==> src/rtl/core/wss_pkg.sv <==
// Shared types, codes and constants for the wind sample scheduler and logger.
`default_nettype none

package wss_pkg;

    // Log ring geometry
    localparam int LOG_DEPTH    = 100;
    localparam int LOG_INTERVAL = 10;
    localparam int LOG_AW       = $clog2(LOG_DEPTH);

    // Result queue depth (pointers are one bit wide)
    localparam int OUTQ_DEPTH   = 2;

    // Fixed field widths
    localparam int SPEED_W  = 16;
    localparam int DIR_W    = 9;
    localparam int COUNT_W  = 7;
    localparam int AGE_W    = 7;
    localparam int ADC_W    = 12;
    localparam int PULSE_W  = 8;
    localparam int PERIOD_W = 8;
    localparam int LOGCNT_W = 4;
    localparam int RSPEED_W = 8;
    localparam int REC_W    = RSPEED_W + DIR_W;

    // floor(adc*116/1000) == (adc * DIR_MULT) >> DIR_SHIFT for every 12-bit adc
    localparam int DIR_MULT_W = 22;
    localparam int DIR_PROD_W = ADC_W + DIR_MULT_W;
    localparam logic [DIR_MULT_W-1:0] DIR_MULT = 22'd3892322;
    localparam int DIR_SHIFT = 25;
    localparam logic [DIR_W-1:0] DIR_WRAP = 9'd360;

    // Configuration register reset value
    localparam logic [PERIOD_W-1:0] PERIOD_RESET = 8'd2;

    typedef enum logic [1:0] {
        OP_TICK    = 2'd0,
        OP_READ    = 2'd1,
        OP_RESTART = 2'd2,
        OP_CLEAR   = 2'd3
    } t_op;

    typedef enum logic {
        CFG_SPEED_PERIOD = 1'b0,
        CFG_DIR_PERIOD   = 1'b1
    } t_cfg_idx;

    // Log store access issued with an accepted item
    typedef struct packed {
        logic              we;
        logic [LOG_AW-1:0] waddr;
        logic [REC_W-1:0]  wdata;
        logic              re;
        logic [LOG_AW-1:0] raddr;
    } t_ram_req;

    // Result fields known at accept time (record data follows from the store)
    typedef struct packed {
        logic [SPEED_W-1:0] speed;
        logic [DIR_W-1:0]   dir;
        logic               logged;
        logic [COUNT_W-1:0] count;
        logic               rvalid;
    } t_early;

    // Complete result item
    typedef struct packed {
        logic [SPEED_W-1:0]  speed;
        logic [DIR_W-1:0]    dir;
        logic                logged;
        logic [COUNT_W-1:0]  count;
        logic [RSPEED_W-1:0] rspeed;
        logic [DIR_W-1:0]    rdir;
        logic                rvalid;
    } t_result;

endpackage

`default_nettype wire

==> src/rtl/core/wss_ram.sv <==
// Generic single-write, single-read RAM with registered read data.
`default_nettype none

module wss_ram #(
    parameter int WIDTH = 17,
    parameter int DEPTH = 100
) (
    input  wire logic                     i_clk,
    input  wire logic                     i_we,
    input  wire logic [$clog2(DEPTH)-1:0] i_waddr,
    input  wire logic [WIDTH-1:0]         i_wdata,
    input  wire logic                     i_re,
    input  wire logic [$clog2(DEPTH)-1:0] i_raddr,
    output logic      [WIDTH-1:0]         o_rdata
);

    logic [WIDTH-1:0] r_mem [DEPTH];
    logic [WIDTH-1:0] r_rdata;

    // Write port and registered read port
    always_ff @(posedge i_clk) begin
        if (i_we) begin
            r_mem[i_waddr] <= i_wdata;
        end
        if (i_re) begin
            r_rdata <= r_mem[i_raddr];
        end
    end

    assign o_rdata = r_rdata;

endmodule

`default_nettype wire

==> src/rtl/core/wss_ctrl.sv <==
// Tick scheduler state, configuration registers and log ring bookkeeping.
`default_nettype none

module wss_ctrl (
    input  wire logic                             i_clk,
    input  wire logic                             i_rst_n,
    input  wire logic                             i_accept,
    input  wire wss_pkg::t_op                     i_op,
    input  wire logic [wss_pkg::PULSE_W-1:0]      i_pulses,
    input  wire logic [wss_pkg::ADC_W-1:0]        i_adc,
    input  wire logic [wss_pkg::AGE_W-1:0]        i_age,
    input  wire logic                             i_cfg_we,
    input  wire wss_pkg::t_cfg_idx                i_cfg_index,
    input  wire logic [wss_pkg::PERIOD_W-1:0]     i_cfg_data,
    output wss_pkg::t_ram_req                     o_ram,
    output wss_pkg::t_early                       o_early
);

    import wss_pkg::*;

    logic [PERIOD_W-1:0] r_speed_period, r_dir_period;
    logic [PERIOD_W-1:0] r_sc, n_sc, r_dc, n_dc;
    logic [LOGCNT_W-1:0] r_lc, n_lc;
    logic [SPEED_W-1:0]  r_acc, n_acc, r_pend, n_pend, r_shown_speed, n_shown_speed;
    logic [DIR_W-1:0]    r_shown_dir, n_shown_dir;
    logic [LOG_AW-1:0]   r_wp, n_wp;
    logic [COUNT_W-1:0]  r_cnt, n_cnt;

    logic [SPEED_W:0]    acc_sum;
    logic [SPEED_W-1:0]  acc_sat;
    logic [PERIOD_W-1:0] sc_inc, dc_inc;
    logic [LOGCNT_W-1:0] lc_inc;
    logic [DIR_PROD_W-1:0] dir_prod;
    logic [DIR_W-1:0]    dir_q, dir_new;
    logic [SPEED_W+2:0]  acc_x7;
    logic [LOG_AW-1:0]   wp_inc;
    logic [AGE_W:0]      age_diff, age_idx;
    logic                age_ok;
    logic                log_fire;
    logic                logged;
    t_ram_req            ram;

    // Datapath pieces shared by the operations
    always_comb begin
        acc_sum  = {1'b0, r_acc} + (SPEED_W+1)'(i_pulses);
        acc_sat  = acc_sum[SPEED_W] ? {SPEED_W{1'b1}} : acc_sum[SPEED_W-1:0];
        sc_inc   = r_sc + 1'b1;
        dc_inc   = r_dc + 1'b1;
        lc_inc   = r_lc + 1'b1;
        dir_prod = DIR_PROD_W'(i_adc) * DIR_PROD_W'(DIR_MULT);
        dir_q    = DIR_W'(dir_prod >> DIR_SHIFT);
        dir_new  = (dir_q >= DIR_WRAP) ? (dir_q - DIR_WRAP) : dir_q;
        wp_inc   = (r_wp == LOG_AW'(LOG_DEPTH - 1)) ? '0 : r_wp + 1'b1;
        // newest record sits just below the write position
        age_diff = (AGE_W+1)'(r_wp) - (AGE_W+1)'(1) - (AGE_W+1)'(i_age);
        age_idx  = age_diff[AGE_W] ? age_diff + (AGE_W+1)'(LOG_DEPTH) : age_diff;
        age_ok   = (i_age < r_cnt);
    end

    // Next state per operation
    always_comb begin
        n_sc          = r_sc;
        n_dc          = r_dc;
        n_lc          = r_lc;
        n_acc         = r_acc;
        n_pend        = r_pend;
        n_shown_speed = r_shown_speed;
        n_shown_dir   = r_shown_dir;
        n_wp          = r_wp;
        n_cnt         = r_cnt;
        log_fire      = 1'b0;
        acc_x7        = '0;
        unique case (i_op)
            OP_TICK: begin
                n_acc = acc_sat;
                n_sc  = sc_inc;
                n_dc  = dc_inc;
                n_lc  = lc_inc;
                if (sc_inc >= r_speed_period) begin
                    n_shown_speed = r_pend;
                    n_sc          = '0;
                end
                if (dc_inc >= r_dir_period) begin
                    n_shown_dir = dir_new;
                    n_dc        = '0;
                end
                if (lc_inc >= LOGCNT_W'(LOG_INTERVAL)) begin
                    log_fire = 1'b1;
                    n_wp     = wp_inc;
                    n_cnt    = (r_cnt < COUNT_W'(LOG_DEPTH)) ? r_cnt + 1'b1 : r_cnt;
                    n_lc     = '0;
                end
                // odd log count: refresh pending speed from the pulse total
                if (n_lc[0]) begin
                    acc_x7 = ((SPEED_W+3)'(acc_sat) << 3) - (SPEED_W+3)'(acc_sat);
                    n_pend = (acc_sat == '0) ? '0 : acc_x7[SPEED_W+2:3] + 1'b1;
                    n_acc  = '0;
                end
            end
            OP_READ: begin
            end
            OP_RESTART: begin
                n_sc  = '0;
                n_dc  = '0;
                n_lc  = '0;
                n_acc = '0;
            end
            OP_CLEAR: begin
                n_wp  = '0;
                n_cnt = '0;
            end
            default: begin
            end
        endcase
    end

    // Store request and early result fields
    always_comb begin
        logged    = (i_op == OP_TICK) && log_fire;
        ram.we    = i_accept && logged;
        ram.waddr = r_wp;
        ram.wdata = {n_shown_speed[RSPEED_W-1:0], n_shown_dir};
        ram.re    = i_accept && (i_op == OP_READ);
        ram.raddr = LOG_AW'(age_idx);

        o_early.speed  = n_shown_speed;
        o_early.dir    = n_shown_dir;
        o_early.logged = logged;
        o_early.count  = n_cnt;
        o_early.rvalid = (i_op == OP_READ) && age_ok;
    end

    assign o_ram = ram;

    // Configuration registers
    always_ff @(posedge i_clk) begin
        if (!i_rst_n) begin
            r_speed_period <= PERIOD_RESET;
            r_dir_period   <= PERIOD_RESET;
        end else if (i_cfg_we) begin
            unique case (i_cfg_index)
                CFG_SPEED_PERIOD: r_speed_period <= i_cfg_data;
                CFG_DIR_PERIOD:   r_dir_period   <= i_cfg_data;
                default: begin
                end
            endcase
        end
    end

    // Scheduler state
    always_ff @(posedge i_clk) begin
        if (!i_rst_n) begin
            r_sc          <= '0;
            r_dc          <= '0;
            r_lc          <= '0;
            r_acc         <= '0;
            r_pend        <= '0;
            r_shown_speed <= '0;
            r_shown_dir   <= '0;
            r_wp          <= '0;
            r_cnt         <= '0;
        end else if (i_accept) begin
            r_sc          <= n_sc;
            r_dc          <= n_dc;
            r_lc          <= n_lc;
            r_acc         <= n_acc;
            r_pend        <= n_pend;
            r_shown_speed <= n_shown_speed;
            r_shown_dir   <= n_shown_dir;
            r_wp          <= n_wp;
            r_cnt         <= n_cnt;
        end
    end

endmodule

`default_nettype wire

==> src/rtl/core/wss_outq.sv <==
// Result stage: holds an item while its record is read, then a two-entry output queue.
`default_nettype none

module wss_outq (
    input  wire logic                        i_clk,
    input  wire logic                        i_rst_n,
    input  wire logic                        i_accept,
    input  wire wss_pkg::t_early             i_early,
    input  wire logic [wss_pkg::REC_W-1:0]   i_rd_data,
    input  wire logic                        i_out_stall,
    output logic                             o_ready,
    output logic                             o_out_valid,
    output wss_pkg::t_result                 o_result
);

    import wss_pkg::*;

    t_early            r_p;
    logic              r_p_valid;
    t_result           r_q [OUTQ_DEPTH];
    logic              r_wr_ptr, r_rd_ptr;
    logic [1:0]        r_qcnt, n_qcnt;
    t_result           p_res;
    logic              p_move, pop;

    // Merge the record read from the store into the held item
    always_comb begin
        p_res.speed  = r_p.speed;
        p_res.dir    = r_p.dir;
        p_res.logged = r_p.logged;
        p_res.count  = r_p.count;
        p_res.rvalid = r_p.rvalid;
        p_res.rspeed = r_p.rvalid ? i_rd_data[REC_W-1:DIR_W] : '0;
        p_res.rdir   = r_p.rvalid ? i_rd_data[DIR_W-1:0] : '0;
    end

    // Handshake: the held item moves on whenever the queue has room
    always_comb begin
        p_move      = r_p_valid && (r_qcnt != 2'(OUTQ_DEPTH));
        o_ready     = !r_p_valid || p_move;
        o_out_valid = (r_qcnt != '0);
        pop         = o_out_valid && !i_out_stall;
        n_qcnt      = r_qcnt + 2'(p_move) - 2'(pop);
        o_result    = r_q[r_rd_ptr];
    end

    // Control state
    always_ff @(posedge i_clk) begin
        if (!i_rst_n) begin
            r_p_valid <= 1'b0;
            r_wr_ptr  <= 1'b0;
            r_rd_ptr  <= 1'b0;
            r_qcnt    <= '0;
        end else begin
            if (o_ready) begin
                r_p_valid <= i_accept;
            end
            if (p_move) begin
                r_wr_ptr <= ~r_wr_ptr;
            end
            if (pop) begin
                r_rd_ptr <= ~r_rd_ptr;
            end
            r_qcnt <= n_qcnt;
        end
    end

    // Payload
    always_ff @(posedge i_clk) begin
        if (i_accept) begin
            r_p <= i_early;
        end
        if (p_move) begin
            r_q[r_wr_ptr] <= p_res;
        end
    end

endmodule

`default_nettype wire

==> src/rtl/core/wind_sample_scheduler_logger.sv <==
// Wind sample scheduler and logger: tick scheduling, speed/direction sampling, record ring.
// Throughput: one item per cycle, except while a held item waits for a full queue;
// the log store has one write and one registered read port.
// Up to three items may be in flight (one stage waiting on the store read, two queued).
// Reset (synchronous, active low) clears counters, shown values and the ring count;
// periods return to 2. Store contents are not cleared.
`default_nettype none

module wind_sample_scheduler_logger (
    input  wire logic                          i_clk,
    input  wire logic                          i_rst_n,
    input  wire logic                          i_in_valid,
    output logic                               o_in_stall,
    input  wire logic [1:0]                    i_operation,
    input  wire logic [wss_pkg::PULSE_W-1:0]   i_pulses,
    input  wire logic [wss_pkg::ADC_W-1:0]     i_adc_sample,
    input  wire logic [wss_pkg::AGE_W-1:0]     i_record_age,
    output logic                               o_out_valid,
    input  wire logic                          i_out_stall,
    output logic [wss_pkg::SPEED_W-1:0]        o_speed_tenths,
    output logic [wss_pkg::DIR_W-1:0]          o_direction_deg,
    output logic                               o_logged,
    output logic [wss_pkg::COUNT_W-1:0]        o_record_count,
    output logic [wss_pkg::RSPEED_W-1:0]       o_record_speed,
    output logic [wss_pkg::DIR_W-1:0]          o_record_direction,
    output logic                               o_record_valid,
    input  wire logic                          i_cfg_valid,
    output logic                               o_cfg_ready,
    input  wire logic                          i_cfg_index,
    input  wire logic [wss_pkg::PERIOD_W-1:0]  i_cfg_data
);

    import wss_pkg::*;

    logic              ready;
    logic              accept;
    t_ram_req          ram;
    t_early            early;
    t_result           result;
    logic [REC_W-1:0]  rd_data;

    assign o_in_stall  = !ready;
    assign accept      = i_in_valid && ready;
    assign o_cfg_ready = 1'b1;

    wss_ctrl u_ctrl (
        .i_clk       (i_clk),
        .i_rst_n     (i_rst_n),
        .i_accept    (accept),
        .i_op        (t_op'(i_operation)),
        .i_pulses    (i_pulses),
        .i_adc       (i_adc_sample),
        .i_age       (i_record_age),
        .i_cfg_we    (i_cfg_valid),
        .i_cfg_index (t_cfg_idx'(i_cfg_index)),
        .i_cfg_data  (i_cfg_data),
        .o_ram       (ram),
        .o_early     (early)
    );

    wss_ram #(
        .WIDTH (REC_W),
        .DEPTH (LOG_DEPTH)
    ) u_log_ram (
        .i_clk   (i_clk),
        .i_we    (ram.we),
        .i_waddr (ram.waddr),
        .i_wdata (ram.wdata),
        .i_re    (ram.re),
        .i_raddr (ram.raddr),
        .o_rdata (rd_data)
    );

    wss_outq u_outq (
        .i_clk       (i_clk),
        .i_rst_n     (i_rst_n),
        .i_accept    (accept),
        .i_early     (early),
        .i_rd_data   (rd_data),
        .i_out_stall (i_out_stall),
        .o_ready     (ready),
        .o_out_valid (o_out_valid),
        .o_result    (result)
    );

    assign o_speed_tenths     = result.speed;
    assign o_direction_deg    = result.dir;
    assign o_logged           = result.logged;
    assign o_record_count     = result.count;
    assign o_record_speed     = result.rspeed;
    assign o_record_direction = result.rdir;
    assign o_record_valid     = result.rvalid;

`ifndef NO_ASSERTIONS
    // Ring count never passes the ring depth
    a_count_bound: assert property (@(posedge i_clk) disable iff (!i_rst_n)
        o_out_valid |-> (o_record_count <= COUNT_W'(LOG_DEPTH)))
        else $error("record count above ring depth");

    // Direction always reduced modulo a full turn
    a_dir_range: assert property (@(posedge i_clk) disable iff (!i_rst_n)
        o_out_valid |-> (o_direction_deg < DIR_WRAP))
        else $error("direction out of range");

    // A valid record read needs a non-empty ring and is never a logging tick
    a_read_sane: assert property (@(posedge i_clk) disable iff (!i_rst_n)
        (o_out_valid && o_record_valid) |-> (o_record_count != '0 && !o_logged))
        else $error("record read inconsistent with ring state");

    // An item accepted into an empty output appears as a result when nothing stalls
    a_latency: assert property (@(posedge i_clk) disable iff (!i_rst_n)
        (accept && !o_out_valid) ##1 !i_out_stall |=> o_out_valid)
        else $error("accepted item did not reach the output");
`endif

endmodule

`default_nettype wire
==> config.mk <==
export PLATFORM = sky130hd
export DESIGN_NAME = wind_sample_scheduler_logger
export DESIGN_NICKNAME = d
export VERILOG_FILES = /design/src/rtl/core/wss_pkg.sv /design/src/rtl/core/wss_ram.sv /design/src/rtl/core/wss_ctrl.sv /design/src/rtl/core/wss_outq.sv /design/src/rtl/core/wind_sample_scheduler_logger.sv
export SDC_FILE = /design/constraint.sdc
export NUM_CORES = 2
export LEC_CHECK = 0
export ABC_AREA = 1
export BUFFER_PORTS_ARGS = -buffer_cell sky130_fd_sc_hd__buf_2
export CELL_PAD_IN_SITES_DETAIL_PLACEMENT = 2
export CELL_PAD_IN_SITES_GLOBAL_PLACEMENT = 2
export CORE_MARGIN = 4
export CORE_UTILIZATION = 49
export CTS_BUF_LIST = sky130_fd_sc_hd__clkbuf_4 sky130_fd_sc_hd__clkbuf_8
export CTS_CLUSTER_DIAMETER = 30
export DETAILED_ROUTE_END_ITERATION = 8
export PLACE_DENSITY_LB_ADDON = 0.1
export SYNTH_ARGS = -nofsm -noshare
export SYNTH_HDL_FRONTEND = slang
export SYNTH_SLANG_ARGS = --single-unit
==> constraint.sdc <==
create_clock -name i_clk -period 26.3 [get_ports i_clk]
set_input_delay 2.63 -clock i_clk [delete_from_list [all_inputs] [get_ports i_clk]]
set_output_delay 2.63 -clock i_clk [all_outputs]
set_load 0.02 [all_outputs]
==> impl_metrics.py, run 1 <==
metrics = {
    "synthesis": {
        "synth_compound_area_share_pct": 11.8,
        "synth_top_family_by_area": "compound AO/OA/AOI/OAI gates",
        "ys_warn_count": 0,
        "synth-xor-area-share_pct": 0.470,
        "synth_flop_cell": "edfxtp_1",
        "syn_nets": 7411,
        "seq_area_frac_synth_pct": 68.4,
        "ys_types": 63,
        "synth_fa_ha_area_share_pct": 4.04,
        "synth-simple-area-share_pct": 11.0,
        "synth-edff-count": 1853,
        "synthMuxAreaShare_pct": 0.678,
        "syn_inst": 7138,
        "ys_ff_latch": 1966,
        "avgSynthCellArea_um2": 11.9,
        "syn_area_um2": 84700,
        "async_flop_share_pct": 0,
    },
    "placement": {
        "routabilityCongestion": 0.823,
        "place_ws_ns": 16.97,
        "place_hpwl_um": 195000,
        "portBuffers": 95,
    },
    "clocking": {
        "cts_buffers": 452,
        "h-tree-depth": 5,
        "post_cts_buffers": 0,
        "cts_root_buffer": "clkbuf_8",
        "clkSinkCount": 1966,
        "cts-resized-gates": 0,
        "clk_path_buf_depth": 4,
        "cts_hold_buf": 0,
    },
    "floorplan": {
        "die_h_um": 424,
        "die_x_um": 424,
        "fp-row-count": 152,
        "start_util_pct": 49.3,
        "io-pin-count": 97,
    },
    "status": {
        "firstError": "[ERROR DPL-0033] detailed placement checks failed during check placement.",
        "lastStage": "clock tree synthesis",
        "status": "did not finish",
    },
}
==> cell usage after synthesis, types with 51 or more instances <==
master       n  area share [%]
a21oi_1    527             3.1
a32o_1      51            0.60
buf_2       76            0.45
clkbuf_1   315             1.4
dfxtp_1    113             2.7
edfxtp_1  1853              66
fa_1        72             1.7
ha_1       158             2.3
inv_1      371             1.6
mux2_2      51            0.68
nand2_1   1275             5.6
nand3_1    242             1.4
nor2_1     682             3.0
o211ai_1   209             1.9
o21ai_0    667             3.9
o22ai_1    223             1.6
==> metrics by stage <==
step / util, % / instance area [µm²] / cells / hold WS, ns
after floorplan: - / 84700 / 7138 / 0.421
after global placement: 51.3 / 88200 / 9303 / 0.422
after detailed placement: 51.3 / 88200 / 9304 / 0.437
==> kinds of logic after synthesis <==
logic type	Yosys count
compound gates	1748
xor+xnor	42
fa+ha+maj	230
buf+inv	802
flops	1966
mux	51
other cells	1
simple gates	2298
==> inputs of run 2 (changes only) <==
Settings changed: CELL_PAD_IN_SITES_DETAIL_PLACEMENT 2 to not set, CELL_PAD_IN_SITES_GLOBAL_PLACEMENT 2 to not set, CORE_UTILIZATION 49 to 40, CTS_BUF_LIST sky130_fd_sc_hd__clkbuf_4 sky130_fd_sc_hd__clkbuf_8 to not set, CTS_CLUSTER_DIAMETER 30 to not set, PLACE_DENSITY_LB_ADDON 0.1 to 0.15.
==> run 2 against run 1 <==
Net effect:
- the run now ends clean
- synthesized cell count unchanged
- area after synthesis unchanged
==> impl_metrics.py, run 2 <==
metrics = {
    "detailed_routing": {
        "drc": 0,
        "vias_per_cell": 5.53,
        "postRouteAntennaNets": 0,
        "via_count": 56300,
        "finalWirelength_um": 242000,
        "wl_per_cell_um": 23.8,
        "initialDrtViolationCount": 5559,
        "drtPass1Iterations": 5,
    },
    "critical_path": {
        "ff2ff_path_depth": 15,
        "rrSetupSlack_ns": 19.95,
        "cp_slowest_cell": "fa_1",
        "cp-endpoint": "u_log_ram.r_mem[73][4]",
        "cpLargestDelayFamily": "adder cells",
        "cp.depth": 28,
        "arrival_ns": 8.67,
        "required_ns": 26.87,
        "rr_startpoint": "u_ctrl.r_wp[0]",
        "worstSetupPathType": "in2reg",
        "worstPathMaxFanout": 53,
        "crit_buf_inv": 8,
        "start_kind": "primary input",
        "slowest_delay_ns": 0.55,
        "cp-end-kind": "flip-flop",
        "cpMostUsedCell": "nand2_1",
        "worstSetupStartpoint": "i_adc_sample[3]",
        "r2r-end": "u_log_ram.o_rdata[12]",
    },
    "placement": {
        "placed_cells": 9793,
        "routabilityCongestion": 0.859,
        "place_hpwl_um": 138000,
        "portBuffers": 95,
    },
    "synthesis": {
        "synth_commonest_cells": "1,853 x edfxtp_1, 1,275 x nand2_1, 682 x nor2_1",
        "ys_types": 63,
        "async_flop_share_pct": 0,
        "ys_warn_count": 0,
        "synth-edff-count": 1853,
        "ys_top_cells_by_area": "edfxtp_1 66%, nand2_1 5.6%, o21ai_0 3.9%, a21oi_1 3.1%, nor2_1 3.0%",
        "syn_inst": 7138,
        "synth_top_area_share_pct": 65.7,
        "synth_flop_cell": "edfxtp_1",
        "ys_ff_latch": 1966,
        "yosysMostFrequentCell": "edfxtp_1",
        "seq_area_frac_synth_pct": 68.4,
        "synth_top_area_cell": "edfxtp_1",
        "syn_area_um2": 84700,
        "avgSynthCellArea_um2": 11.9,
        "syn_nets": 7411,
    },
    "job": {
        "drv_cap": 0,
    },
    "finish": {
        "drive_gt1_share_pct": 10.2,
        "final_cell_mix": "1,853 x edfxtp_1, 1,271 x nand2_1, 663 x o21ai_0",
        "syn2layout_area_growth_pct": 13.0,
        "largest_register_ffs": 1700,
        "finalNonFillerCells": 10200,
        "final_common_cell": "edfxtp_1",
        "fin_nets": 7471,
        "regMostFlops": "u_log_ram.r_mem",
    },
    "floorplan": {
        "fp-row-count": 168,
        "core_area_um2": 210000,
        "die_h_um": 468,
        "die_x_um": 468,
        "start_util_pct": 40.3,
        "fp.dieArea_um2": 219000,
        "io-pin-count": 97,
    },
    "clocking": {
        "clkSinkCount": 1966,
        "clock_latency_ns": 0.89,
        "h-tree-depth": 4,
        "cts_hold_buf": 0,
        "cts_root_buffer": "clkbuf_16",
        "cts-resized-gates": 0,
        "cts_buffers": 208,
        "tritoncts": "yes",
        "post_cts_buffers": 0,
        "clk_path_buf_depth": 3,
        "path_clk_slew_ns": 0.06,
    },
    "global_route": {
        "grt-ovfl-total": 0,
        "grt_start_max_net_pins": 164,
        "track_usage_pct": 21.8,
        "grt_pass1_vias": 53900,
        "grt_pass1_wl_um": 361000,
        "grt_antenna_before_repair": 7,
    },
    "sta": {
        "period_minus_slack_ns": 8.10,
        "clock_skew_ns": 0.0841,
        "hold_viol_final": 0,
        "worst_slew_pin_slew_ns": 1.29,
        "fin_crit_sh_pct": 30.8,
        "setup_viol": 0,
        "max_freq_mhz": 124,
        "rsz0062_at_grt": "false",
        "slew_viol_final": 0,
        "fin_setup_tns_ns": 0,
        "max_slew_margin_pct": 13.9,
    },
    "status": {
        "status": "finished, final reports clean",
    },
    "power": {
        "total_leakage_power_nw": 34.0,
        "power_density_nw_per_um2": 83.6,
        "ir_drop_mv": 0.0776,
    },
    "min_path": {
        "hold_path.class": "reg2reg",
        "hold_start": "u_outq.p_res[47]",
    },
}
-- run 2: cell families after synthesis --
| logic type | after synthesis | share of synthesized area, % |
|---|---|---|
| AND/OR/NAND/NOR | 2298 | 11.0 |
| multiplexers | 51 | 0.678 |
| AO/OA/AOI/OAI | 1748 | 11.8 |
| buffers and inverters | 802 | 3.70 |
| other | 1 | 0.00443 |
| adder cells (fa/ha/maj) | 230 | 4.04 |
| XOR/XNOR | 42 | 0.470 |
| flip-flops | 1966 | 68.4 |
-- run 2: how the worst min path moves through the flow --
stage | endpoint | cells past startpoint
floorplan | u_outq.r_q[0][18] | 0
global placement | u_outq.r_q[0][47] | 0
detailed placement | u_outq.r_q[1][47] | 0
CTS | u_outq.r_q[1][39] | 0
global route | u_outq.r_q[1][46] | 0
finish | u_outq.r_q[0][47] | 0
-- run 2: per-stage QoR --
step                      cell area [µm²]  hold WS (ns)  total power [mW]  util [%]  setup slack [ns]
after global placement              88900         0.421              5.15      42.3             17.31
after global routing                95700         0.456              8.38      45.5             17.77
after CTS                           95700         0.445              8.08      45.5             18.26
final                               95700         0.444              8.00      45.5             18.20
after detailed placement            88900         0.431              5.15      42.3             17.38
after floorplan                     84700         0.421              4.61         -             15.07
-- run 2: cell type report --
cell class | count | area (µm²)
Timing Repair Buffer | 264 | 1880
Fill cell | 19200 | 114000
Inverter | 388 | 1480
Clock buffer | 262 | 5480
Tap cell | 2805 | 3510
Antenna cell | 6 | 15.0
Clock inverter | 126 | 1370
Multi-Input combinational cell | 4370 | 24100
Sequential cell | 1966 | 57900
-- run 2: per-layer routing --
layer / GRT usage (%) / vias up / wire length, µm
li1: - / 25800 / -
met1: 32.7 / 28300 / 112000
met2: 33.3 / 1856 / 108000
met3: 3.17 / 313 / 16200
met4: 5.55 / 2 / 5560
met5: 0 / - / 10
-- run 2: report_power, final --
group          switching (mW)  leakage (nW)  internal, mW
clock                    1.25          3.34          1.67
sequential             0.0196          17.9          3.55
combinational            1.07          12.7         0.438
No activity file was read; power rests on OpenSTA's default activity.
